### src/rtl/assert_macros.svh
// ----------------------------------------------------------------------------
// assert_macros.svh
// Concurrent assertion helpers shared by the RTL.
// ----------------------------------------------------------------------------
`ifndef ASSERT_MACROS_SVH
`define ASSERT_MACROS_SVH

// Check prop on every rising edge, disabled while the active-low reset is low.
`define ASSERT_RST(lbl, clk, rstn, prop) \
  lbl: assert property (@(posedge clk) disable iff (!(rstn)) (prop)) \
    else $error("assertion failed");

// Check prop on every rising edge, reset included.
`define ASSERT_ALWAYS(lbl, clk, prop) \
  lbl: assert property (@(posedge clk) (prop)) \
    else $error("assertion failed");

`endif

### src/rtl/ajb_pkg.sv
// ----------------------------------------------------------------------------
// ajb_pkg
// Types and constants of the audio jitter buffer queue.
// ----------------------------------------------------------------------------
package ajb_pkg;

  localparam int QueueDepthDefault = 64;
  localparam int FrameW            = 16;
  localparam int CfgW              = 7;
  localparam int TrimW             = 6;
  localparam int CfgIdxW           = 1;

  localparam logic [CfgW-1:0] StartCountReset = 7'd4;
  localparam logic [CfgW-1:0] ResetCountReset = 7'd48;

  typedef enum logic [1:0] {
    ACT_PUSH  = 2'd0,
    ACT_POP   = 2'd1,
    ACT_FLUSH = 2'd2
  } action_e;

  typedef enum logic [CfgIdxW-1:0] {
    CFG_START_COUNT = 1'b0,
    CFG_RESET_COUNT = 1'b1
  } cfg_idx_e;

  typedef enum logic [1:0] {
    S_IDLE = 2'b01,
    S_READ = 2'b10
  } state_e;

endpackage

### src/rtl/ajb_ram.sv
// ----------------------------------------------------------------------------
// ajb_ram
// Generic single-write, single-read RAM with registered read data.
// ----------------------------------------------------------------------------
module ajb_ram #(
  parameter int Width = 16,
  parameter int Depth = 64
) (
  input  logic                     clk_i,
  input  logic                     we_i,
  input  logic [$clog2(Depth)-1:0] waddr_i,
  input  logic [Width-1:0]         wdata_i,
  input  logic [$clog2(Depth)-1:0] raddr_i,
  output logic [Width-1:0]         rdata_o
);

  logic [Width-1:0] mem_q [Depth];
  logic [Width-1:0] rdata_q;

  always_ff @(posedge clk_i) begin
    if (we_i) begin
      mem_q[waddr_i] <= wdata_i;
    end
    rdata_q <= mem_q[raddr_i];
  end

  assign rdata_o = rdata_q;

endmodule

### src/rtl/audio_jitter_buffer_queue_top.sv
// ----------------------------------------------------------------------------
// audio_jitter_buffer_queue_top
// Bounded FIFO of decoded-frame references with start and trim thresholds.
// ----------------------------------------------------------------------------
// Input channel (in_valid_i/in_ready_o) carries one word: an action (push,
// pop, flush, or no-op) and a frame reference. Output channel
// (out_valid_o/out_ready_i) returns one status word per input word, in order.
// start_count and reset_count are written through cfg_we_i/cfg_index_i/
// cfg_data_i; the user must write them only while the block is idle, which the block does not enforce.
// Push, flush, no-op and pop of an empty queue show their result in the cycle
// after acceptance, from the output register; a pop that returns a frame
// first passes the S_READ state, set by the registered read of the frame RAM.
// Throughput: one word per cycle for all actions but a returning pop, which
// holds off the next word in S_READ. A trim is a single read-pointer jump.
// The output register lets the next word enter in the cycle the previous
// result is taken; while the receiver stalls, the result holds and no new
// word is accepted.
// Reset clears pointers, fill count, the playing flag and the output valid,
// and reloads the thresholds (start 4, reset 48). The RAM is not cleared:
// entries are read only after they were written.
// ----------------------------------------------------------------------------
`include "assert_macros.svh"

module audio_jitter_buffer_queue_top #(
  parameter int QueueDepth = ajb_pkg::QueueDepthDefault
) (
  input  logic                        clk_i,
  input  logic                        rst_ni,
  input  logic                        cfg_we_i,
  input  logic [ajb_pkg::CfgIdxW-1:0] cfg_index_i,
  input  logic [ajb_pkg::CfgW-1:0]    cfg_data_i,
  input  logic                        in_valid_i,
  output logic                        in_ready_o,
  input  logic [1:0]                  action_i,
  input  logic [ajb_pkg::FrameW-1:0]  frame_ref_i,
  output logic                        out_valid_o,
  input  logic                        out_ready_i,
  output logic                        accepted_o,
  output logic [ajb_pkg::CfgW-1:0]    occupancy_o,
  output logic                        playing_o,
  output logic [ajb_pkg::TrimW-1:0]   trimmed_o,
  output logic                        popped_valid_o,
  output logic [ajb_pkg::FrameW-1:0]  popped_ref_o
);
  import ajb_pkg::*;

  localparam int PtrW  = $clog2(QueueDepth);
  localparam int FillW = $clog2(QueueDepth + 1);
  localparam int CmpW  = (FillW > CfgW) ? FillW : CfgW;
  localparam int SumW  = ((PtrW > TrimW) ? PtrW : TrimW) + 1;

  localparam logic [PtrW-1:0]  PtrLast   = PtrW'(QueueDepth - 1);
  localparam logic [FillW-1:0] FillFull  = FillW'(QueueDepth);
  localparam logic [SumW-1:0]  DepthSum  = SumW'(QueueDepth);
  localparam logic [PtrW:0]    DepthDiff = (PtrW+1)'(QueueDepth);

  state_e            state_q, state_d;
  logic [PtrW-1:0]   rp_q, rp_d, wp_q, wp_d;
  logic [FillW-1:0]  fill_q, fill_d;
  logic              playing_q, playing_d;
  logic [CfgW-1:0]   start_q, reset_q;

  logic              out_valid_q, out_valid_d;
  logic              accepted_q, accepted_d;
  logic [CfgW-1:0]   occ_q, occ_d;
  logic              oplay_q, oplay_d;
  logic [TrimW-1:0]  trim_q, trim_d;
  logic              pvalid_q, pvalid_d;
  logic [FrameW-1:0] pref_q, pref_d;

  logic              in_fire, out_load;
  logic              ram_we;
  logic [FrameW-1:0] ram_rdata;

  logic              full;
  logic [FillW-1:0]  fill_push;
  logic [TrimW-1:0]  want, trim;
  logic [SumW-1:0]   rp_sum;
  logic [PtrW-1:0]   rp_trim;

  function automatic logic [PtrW-1:0] ptr_next(input logic [PtrW-1:0] p);
    return (p == PtrLast) ? '0 : p + 1'b1;
  endfunction

  assign in_ready_o = (state_q == S_IDLE) && (!out_valid_q || out_ready_i);
  assign in_fire    = in_valid_i && in_ready_o;

  // Push path: occupancy before trim, then the trim as a pointer jump.
  assign full      = (fill_q == FillFull);
  assign fill_push = full ? fill_q : fill_q + 1'b1;
  assign want      = reset_q[CfgW-1:1];

  always_comb begin
    trim = '0;
    if (playing_q && (CmpW'(fill_push) >= CmpW'(reset_q))) begin
      trim = (CmpW'(want) <= CmpW'(fill_push)) ? want : TrimW'(fill_push);
    end
  end

  assign rp_sum  = SumW'(rp_q) + SumW'(trim);
  assign rp_trim = (rp_sum >= DepthSum) ? PtrW'(rp_sum - DepthSum) : PtrW'(rp_sum);

  always_comb begin
    state_d    = state_q;
    rp_d       = rp_q;
    wp_d       = wp_q;
    fill_d     = fill_q;
    playing_d  = playing_q;
    ram_we     = 1'b0;
    out_load   = 1'b0;
    accepted_d = accepted_q;
    occ_d      = occ_q;
    oplay_d    = oplay_q;
    trim_d     = trim_q;
    pvalid_d   = pvalid_q;
    pref_d     = pref_q;

    unique case (state_q)
      S_IDLE: begin
        if (in_fire) begin
          out_load   = 1'b1;
          accepted_d = 1'b0;
          occ_d      = CfgW'(fill_q);
          oplay_d    = playing_q;
          trim_d     = '0;
          pvalid_d   = 1'b0;
          pref_d     = '0;
          unique case (action_i)
            ACT_PUSH: begin
              ram_we     = !full;
              wp_d       = full ? wp_q : ptr_next(wp_q);
              accepted_d = !full;
              occ_d      = CfgW'(fill_push);
              trim_d     = trim;
              rp_d       = rp_trim;
              fill_d     = fill_push - FillW'(trim);
              if (!playing_q && (CmpW'(fill_push) >= CmpW'(start_q))) begin
                playing_d = 1'b1;
              end
              oplay_d    = playing_d;
            end
            ACT_POP: begin
              if (fill_q != '0) begin
                // Hold the result until the RAM returns the oldest word.
                out_load = 1'b0;
                rp_d     = ptr_next(rp_q);
                fill_d   = fill_q - 1'b1;
                state_d  = S_READ;
              end
            end
            ACT_FLUSH: begin
              rp_d      = '0;
              wp_d      = '0;
              fill_d    = '0;
              playing_d = 1'b0;
              occ_d     = '0;
              oplay_d   = 1'b0;
            end
            default: begin
            end
          endcase
        end
      end
      S_READ: begin
        out_load   = 1'b1;
        accepted_d = 1'b0;
        occ_d      = CfgW'(fill_q);
        oplay_d    = playing_q;
        trim_d     = '0;
        pvalid_d   = 1'b1;
        pref_d     = ram_rdata;
        state_d    = S_IDLE;
      end
      default: begin
        state_d = S_IDLE;
      end
    endcase
  end

  always_comb begin
    out_valid_d = out_valid_q;
    if (out_valid_q && out_ready_i) begin
      out_valid_d = 1'b0;
    end
    if (out_load) begin
      out_valid_d = 1'b1;
    end
  end

  // Read address follows the read pointer; a push and a later pop of the
  // same entry never meet at one edge, so no bypass is needed.
  ajb_ram #(
    .Width (FrameW),
    .Depth (QueueDepth)
  ) u_frame_ram (
    .clk_i   (clk_i),
    .we_i    (ram_we),
    .waddr_i (wp_q),
    .wdata_i (frame_ref_i),
    .raddr_i (rp_q),
    .rdata_o (ram_rdata)
  );

  always_ff @(posedge clk_i or negedge rst_ni) begin
    if (!rst_ni) begin
      state_q     <= S_IDLE;
      rp_q        <= '0;
      wp_q        <= '0;
      fill_q      <= '0;
      playing_q   <= 1'b0;
      start_q     <= StartCountReset;
      reset_q     <= ResetCountReset;
      out_valid_q <= 1'b0;
    end else begin
      state_q     <= state_d;
      rp_q        <= rp_d;
      wp_q        <= wp_d;
      fill_q      <= fill_d;
      playing_q   <= playing_d;
      out_valid_q <= out_valid_d;
      if (cfg_we_i) begin
        unique case (cfg_idx_e'(cfg_index_i))
          CFG_START_COUNT: start_q <= cfg_data_i;
          CFG_RESET_COUNT: reset_q <= cfg_data_i;
          default: begin
          end
        endcase
      end
    end
  end

  always_ff @(posedge clk_i) begin
    accepted_q <= accepted_d;
    occ_q      <= occ_d;
    oplay_q    <= oplay_d;
    trim_q     <= trim_d;
    pvalid_q   <= pvalid_d;
    pref_q     <= pref_d;
  end

  assign out_valid_o    = out_valid_q;
  assign accepted_o     = accepted_q;
  assign occupancy_o    = occ_q;
  assign playing_o      = oplay_q;
  assign trimmed_o      = trim_q;
  assign popped_valid_o = pvalid_q;
  assign popped_ref_o   = pref_q;

  // Pointer distance, used to cross-check the fill count.
  logic [PtrW:0] ptr_dist;
  assign ptr_dist = (wp_q >= rp_q) ? (PtrW+1)'(wp_q - rp_q)
                                   : (PtrW+1)'(wp_q) + DepthDiff - (PtrW+1)'(rp_q);

  `ASSERT_ALWAYS(a_fill_bound, clk_i, !rst_ni || (fill_q <= FillFull))
  `ASSERT_RST(a_ptr_fill, clk_i, rst_ni,
              (fill_q == FillFull) ? (ptr_dist == '0) : (FillW'(ptr_dist) == fill_q))
  `ASSERT_RST(a_read_slot_free, clk_i, rst_ni,
              (state_q == S_READ) |-> !out_valid_q)
  `ASSERT_RST(a_flush_clears, clk_i, rst_ni,
              (in_fire && action_i == ACT_FLUSH) |=> (fill_q == '0 && !playing_q))

endmodule

### config.mk
export PLATFORM = sky130hd
export DESIGN_NAME = audio_jitter_buffer_queue_top
export DESIGN_NICKNAME = d
export VERILOG_FILES = /design/src/rtl/ajb_pkg.sv /design/src/rtl/ajb_ram.sv /design/src/rtl/audio_jitter_buffer_queue_top.sv
export VERILOG_INCLUDE_DIRS = /design/src /design/src/rtl
export SDC_FILE = /design/constraint.sdc
export NUM_CORES = 1
export LEC_CHECK = 0
export ABC_AREA = 1
export BUFFER_PORTS_ARGS = -buffer_cell sky130_fd_sc_hd__buf_2
export CAP_MARGIN = 10
export CORE_MARGIN = 2
export CORE_UTILIZATION = 53
export CTS_CLUSTER_DIAMETER = 40
export DETAILED_ROUTE_END_ITERATION = 8
export PLACE_DENSITY_LB_ADDON = 0.12
export SETUP_SLACK_MARGIN = 0.4
export SYNTH_ARGS = -nofsm -noshare
export SYNTH_HDL_FRONTEND = slang
export SYNTH_SLANG_ARGS = --single-unit
### constraint.sdc
create_clock -name clk_i -period 10.6 [get_ports clk_i]
set_input_delay 1.06 -clock clk_i [delete_from_list [all_inputs] [get_ports clk_i]]
set_output_delay 1.06 -clock clk_i [all_outputs]
set_load 0.01 [all_outputs]
# Word-level counts from Yosys, hierarchy flattened
# Memory sizes are Yosys's and may differ from the RTL's. A register that Yosys moved wholly into a read port is not among the register bits.
# Index checks and enable logic that the tools add are counted.
[classes]
eq_ne = 12
add_sub_neg = 7
n_mux = 43
reduce_logical = 22
bitwise_logic = 1
magnitude_cmp = 4
[op_table]
columns = ["op", "count"]
rows = [
  ["6-bit two-way mux", 9],
  ["16-bit case mux with 2 select lines", 1],
  ["7-bit case mux with 2 select lines", 2],
  ["6-bit case mux with 2 select lines", 2],
  ["7-bit two-way mux", 3],
  ["7-bit case mux with 3 select lines", 1],
  ["6-bit case mux with 3 select lines", 1],
  ["16-bit two-way mux", 1],
  ["7-bit >= comparator", 2],
  ["1-bit two-way mux", 14],
  ["6-bit by 1-bit adder with 6-bit output (second input constant)", 2],
  ["6-bit == test (second input constant)", 2],
  ["1-bit case mux with 2 select lines", 5],
  ["2-bit two-way mux", 4],
  ["2-bit AND reduction", 4],
  ["4-bit AND reduction", 2],
  ["6-bit by 6-bit adder with 7-bit output", 1],
  ["7-bit by 1-bit adder with 7-bit output (second input constant)", 1],
  ["7-bit == test (second input constant)", 1],
  ["7-bit >= comparator (second input constant)", 1],
  ["6-bit by 7-bit less-or-equal comparator with 1-bit output", 1],
  ["7-bit nonzero test", 1],
  ["7-bit by 1-bit subtractor with 7-bit output (second input constant)", 1],
  ["7-bit by 6-bit subtractor with 7-bit output", 1],
  ["other kinds (13)", 26],
]
[totals]
ramBits = 1024
register_bits = 69
n_memories = 1
input_bits = 31
wordCells = 104
output_inout_bits = 34
[mem_list]
columns = ["memory", "words", "word_bits", "rd", "rd_clocked_by_memory_dff", "wr", "line_no", "rtl"]
rows = [
  ["u_frame_ram.mem_q", 64, 16, 1, 1, 1, "ajb_ram.sv:17", "logic [Width-1:0] mem_q [Depth];"],
]

# Depth between registers and ports, before layout
[depth]
depth_word = 9
mapped_depth = 29
ltp_nobuf = 28

# Modules after synthesis
# A second synthesis with hierarchy kept.
[unflattened]
cells_unflattened = 4049
area_unflattened_um2 = 46420.8
[by_module_without_submodules]
columns = ["module", "cells_per_inst", "area_per_inst_um2", "instances", "seq_area_each_um2"]
rows = [
  ["ajb_ram", 3517, 42099.1, 1, 31069.8],
  ["audio_jitter_buffer_queue_top", 532, 4321.6, 1, 1891.8],
]

# Least setup slack after synthesis
# OpenSTA, ideal clock, no wires.
[synth_path]
kind = "register to register"
start = "register state_q[0]"
end = "register accepted_q (netlist: accepted_o) (enable)"
period_less_slack_ns = 3.689
path_buffers = 1
slack_ns = 6.911
t_arrival_ns = 3.223
setup_time_ns = 0.466
stages_incl_launch_ff = 6
required_time_ns = 10.134
path_cell_list = "dfstp_2 -> inv_1 -> ha_1 -> clkbuf_1 -> inv_1 -> o21ai_0"
[synth_via]
elab_chain_len = 5
elab_cells_between_ends = 7
classes_between = "eq/ne (3); reduce/logical (4)"
[synth_lines]
columns = ["element", "line_no", "rtl"]
rows = [
  ["from (decl)", "audio_jitter_buffer_queue_top.sv:57", "state_e state_q, state_d;"],
  ["from (signal assigned)", "audio_jitter_buffer_queue_top.sv:215", "state_q <= state_d;"],
  ["2-bit by 1-bit == test with 1-bit output", "audio_jitter_buffer_queue_top.sv:85, audio_jitter_buffer_queue_top.sv:118", ""],
  ["1-bit logical AND", "audio_jitter_buffer_queue_top.sv:85", "assign in_ready_o = (state_q == S_IDLE) && (!out_valid_q || out_ready_i);"],
  ["1-bit logical AND", "audio_jitter_buffer_queue_top.sv:86", "assign in_fire = in_valid_i && in_ready_o;"],
  ["2-bit != test (no line)", "n/a", ""],
  ["2-bit AND reduction (no line) *", "n/a", ""],
  ["to (signal assigned)", "audio_jitter_buffer_queue_top.sv:233", "accepted_q <= accepted_d;"],
  ["to (decl)", "audio_jitter_buffer_queue_top.sv:64", "logic accepted_q, accepted_d;"],
]
# Mark *: on every way between the ends. The rest lies on a longest branch, timed or not.
# A chain may end at the register's enable or synchronous reset.

==> run summary <==
Worst r2r src: rp_q[0]
Final core occ: 61.0%
Htree depth: 4
P_leak: 0.0171 uW
Worst Clk Skew: 0.0264 ns
Yosys cell types: 46
R2R Path End: u_frame_ram.rdata_o[2]
Setup slack, reg-to-reg: 5.99 ns
Post-synthesis sequential area ratio: 74.1%
Largest net degree at the start of global routing: 176
Synth Flop Type: edfxtp_1
Nets: 3549
TritonRoute pass-1 iters: 6
Most frequent cells in the layout: edfxtp_1 (1056), nor2_1 (617), o21ai_0 (562), nand3_1 (254), o221ai_1 (253)
DR WL/cell: 25.8 microns
Die width: 294 microns
Ranking of synthesized cells by area: edfxtp_1 (71%), o21ai_0 (6.3%), nor2_1 (5.2%)
Worst IR drop on VDD: 214 uV
FF+latch count, synth: 1109
Post-synth ARST share: 3.34%
Initial Util: 53.3%
Mapped cell area: 44500 sq um
Most common cell after layout, fill and taps aside: edfxtp_1
IO Pins: 65
Setup TNS: 0 ns
Worst EP arrival: 5.27 ns
Total gr overflow: 0
Vias in the first global route: 28200
Fraction of layout cells with a size suffix above 1: 12.1%
Row cnt: 106
Fmax: 217 MHz
Syn_nets: 3470
Synthesis Warnings: 0
CTS Buffer Depth: 3
Clock Latency Late Sink: 0.73 ns
Antenna Cells: 0
Cts hold-fix bufs: 0
Top-area cell type share of the netlist area: 71.3%
Die Span Y: 294 microns
CTS root buffer: clkbuf_16
Postcts setup bufs: 0
Outcome: finished, final reports clean
R2R cell count: 9
GRT Util Overall: 27.9%
CTS Buf Count: 141
Reg clk slew, reported paths: 0.06 ns
Worst setup EP type: flop
Placeable Area: 83400 sq um
Slew at the pin closest to its max-slew limit: 1.13 ns
Slew HR: 23.9%
Mapped Cells: 3403
HP Class: reg -> reg
Hold Startpoint: state_q[0]
Yosys top cell by area: edfxtp_1
Area Overhead vs Synth: 14.3%
CTS sink count: 1109
EDFF count, synth: 1056
Post_cts resized: 0
Via count: 29200
Power Dens Cells: 266 nW/um^2
First DRT Iteration DRCs: 3332
Final Max Slew Viols: 0
IO Port Bufs: 64
WL final: 121 mm
Peak fanout along the critical path: 156
Detailed Place HPWL: 65.5 mm
TritonCTS clock tree: yes
Hold EP: state_q[0]
Die area: 86300 sq um
Pwr Total: 13500 uW
CP required: 11.26 ns
Mean Syn Cell Area: 13.1 sq um
RePlAce Congestion: 0.860
Startpoint types: flop
Global-route wire length before repair: 178 mm
Max cap viols: 0
Endpoints failing hold: 0
RSZ-0062 raised after global routing: false
Critical path class: reg -> reg
Antenna violations before repair: 6
DRC: 0
Setup-failing EPs final: 0
Hold Path Depth: 2
Detail Route Antenna Nets: 0
Period minus WS final: 4.61 ns
Final worst path period share: 43.5%
Vias per cell: 6.24
## worst max-delay path, stage by stage (launching register included)
cell	delay, ns
dfrtp_4	0.78
inv_8	0.74
buf_4	0.72
buf_4	0.94
o21ai_0	0.23
o221ai_1	0.30
nand3_1	0.14
nand3_1	0.25
nand3_1	0.14
nand2_1	0.10
## cell type report
cell class                 count  area [sq um]
inverter                     108           420
clock buffer                 178          3760
tap                         1080          1350
fill                        6297         32600
timing repair buffer         167          1110
multi-input combinational   1955         10300
sequential                  1109         33000
clock inverter                81           988
## state kept, by name (all words and copies together) (netlist names)
register	cells
popped_valid_o	1
occupancy_o	7
playing_q	1
state_q	2
playing_o	1
wp_q	6
popped_ref_o	16
u_frame_ram.rdata_o	16
u_frame_ram.mem_q	1024
trimmed_o	6
rp_q	6
start_q	7
reset_q	7
accepted_o	1
fill_q	7
out_valid_o	1
## through the flow
step	std cells	worst slack (ns)	hold WS, ns	area, sq um
after floorplan	3403	6.91	0.452	44500
after global placement	4419	6.07	0.462	46100
after detailed placement	4419	5.94	0.474	46100
after CTS	4678	6.03	0.481	50900
after global routing	4678	5.74	0.497	50900
final	4678	5.99	0.477	50900
## metal layers
| metal | wire length, microns | track usage (%) | vias up |
|---|---|---|---|
| li1 | - | - | 13000 |
| met5 | 51 | 0 | - |
| met2 | 58200 | 45.3 | 1340 |
| met4 | 3560 | 9.78 | 8 |
| met3 | 9870 | 4.63 | 221 |
| met1 | 49000 | 38.6 | 14600 |
## synth_stat cells (16+ instances only)
master    number
a21oi_1       20
buf_1         17
clkbuf_1     201
dfrtp_1       33
dfxtp_1       16
edfxtp_1    1056
ha_1          34
inv_1         94
nand2_1      132
nand3_1      254
nor2_1       617
o21ai_0      563
o221ai_1     253
o22ai_1       16
## report_power, final
part / leakage, uW / total, uW / internal (uW) / switching (uW)
registers: 0.0101 / 5210 / 4960 / 255
logic: 0.00471 / 3540 / 982 / 2550
clock network: 0.00228 / 4780 / 2940 / 1840
total: 0.0171 / 13500 / 8870 / 4650
## cells by family after synthesis
logic type | Yosys count | synth area share (%)
simple gates | 1040 | 9.71
buf+inv | 339 | 2.92
compound gates | 872 | 12.1
fa+ha+maj | 36 | 1.05
flops | 1109 | 74.1
xor+xnor | 7 | 0.155
## worst max-delay path by stage
stage	from	to	slack, ns	cells past startpoint
after floorplan	state_q[0]	accepted_o	6.91	5
after global placement	action_i[0]	u_frame_ram.mem_q[26][10]	6.07	8
after detailed placement	action_i[0]	u_frame_ram.mem_q[26][9]	5.94	8
after CTS	rp_q[0]	u_frame_ram.rdata_o[2]	6.03	9
after global routing	rp_q[0]	u_frame_ram.rdata_o[2]	5.74	9
final	rp_q[0]	u_frame_ram.rdata_o[2]	5.99	9
No activity file was read; power rests on OpenSTA's default activity.
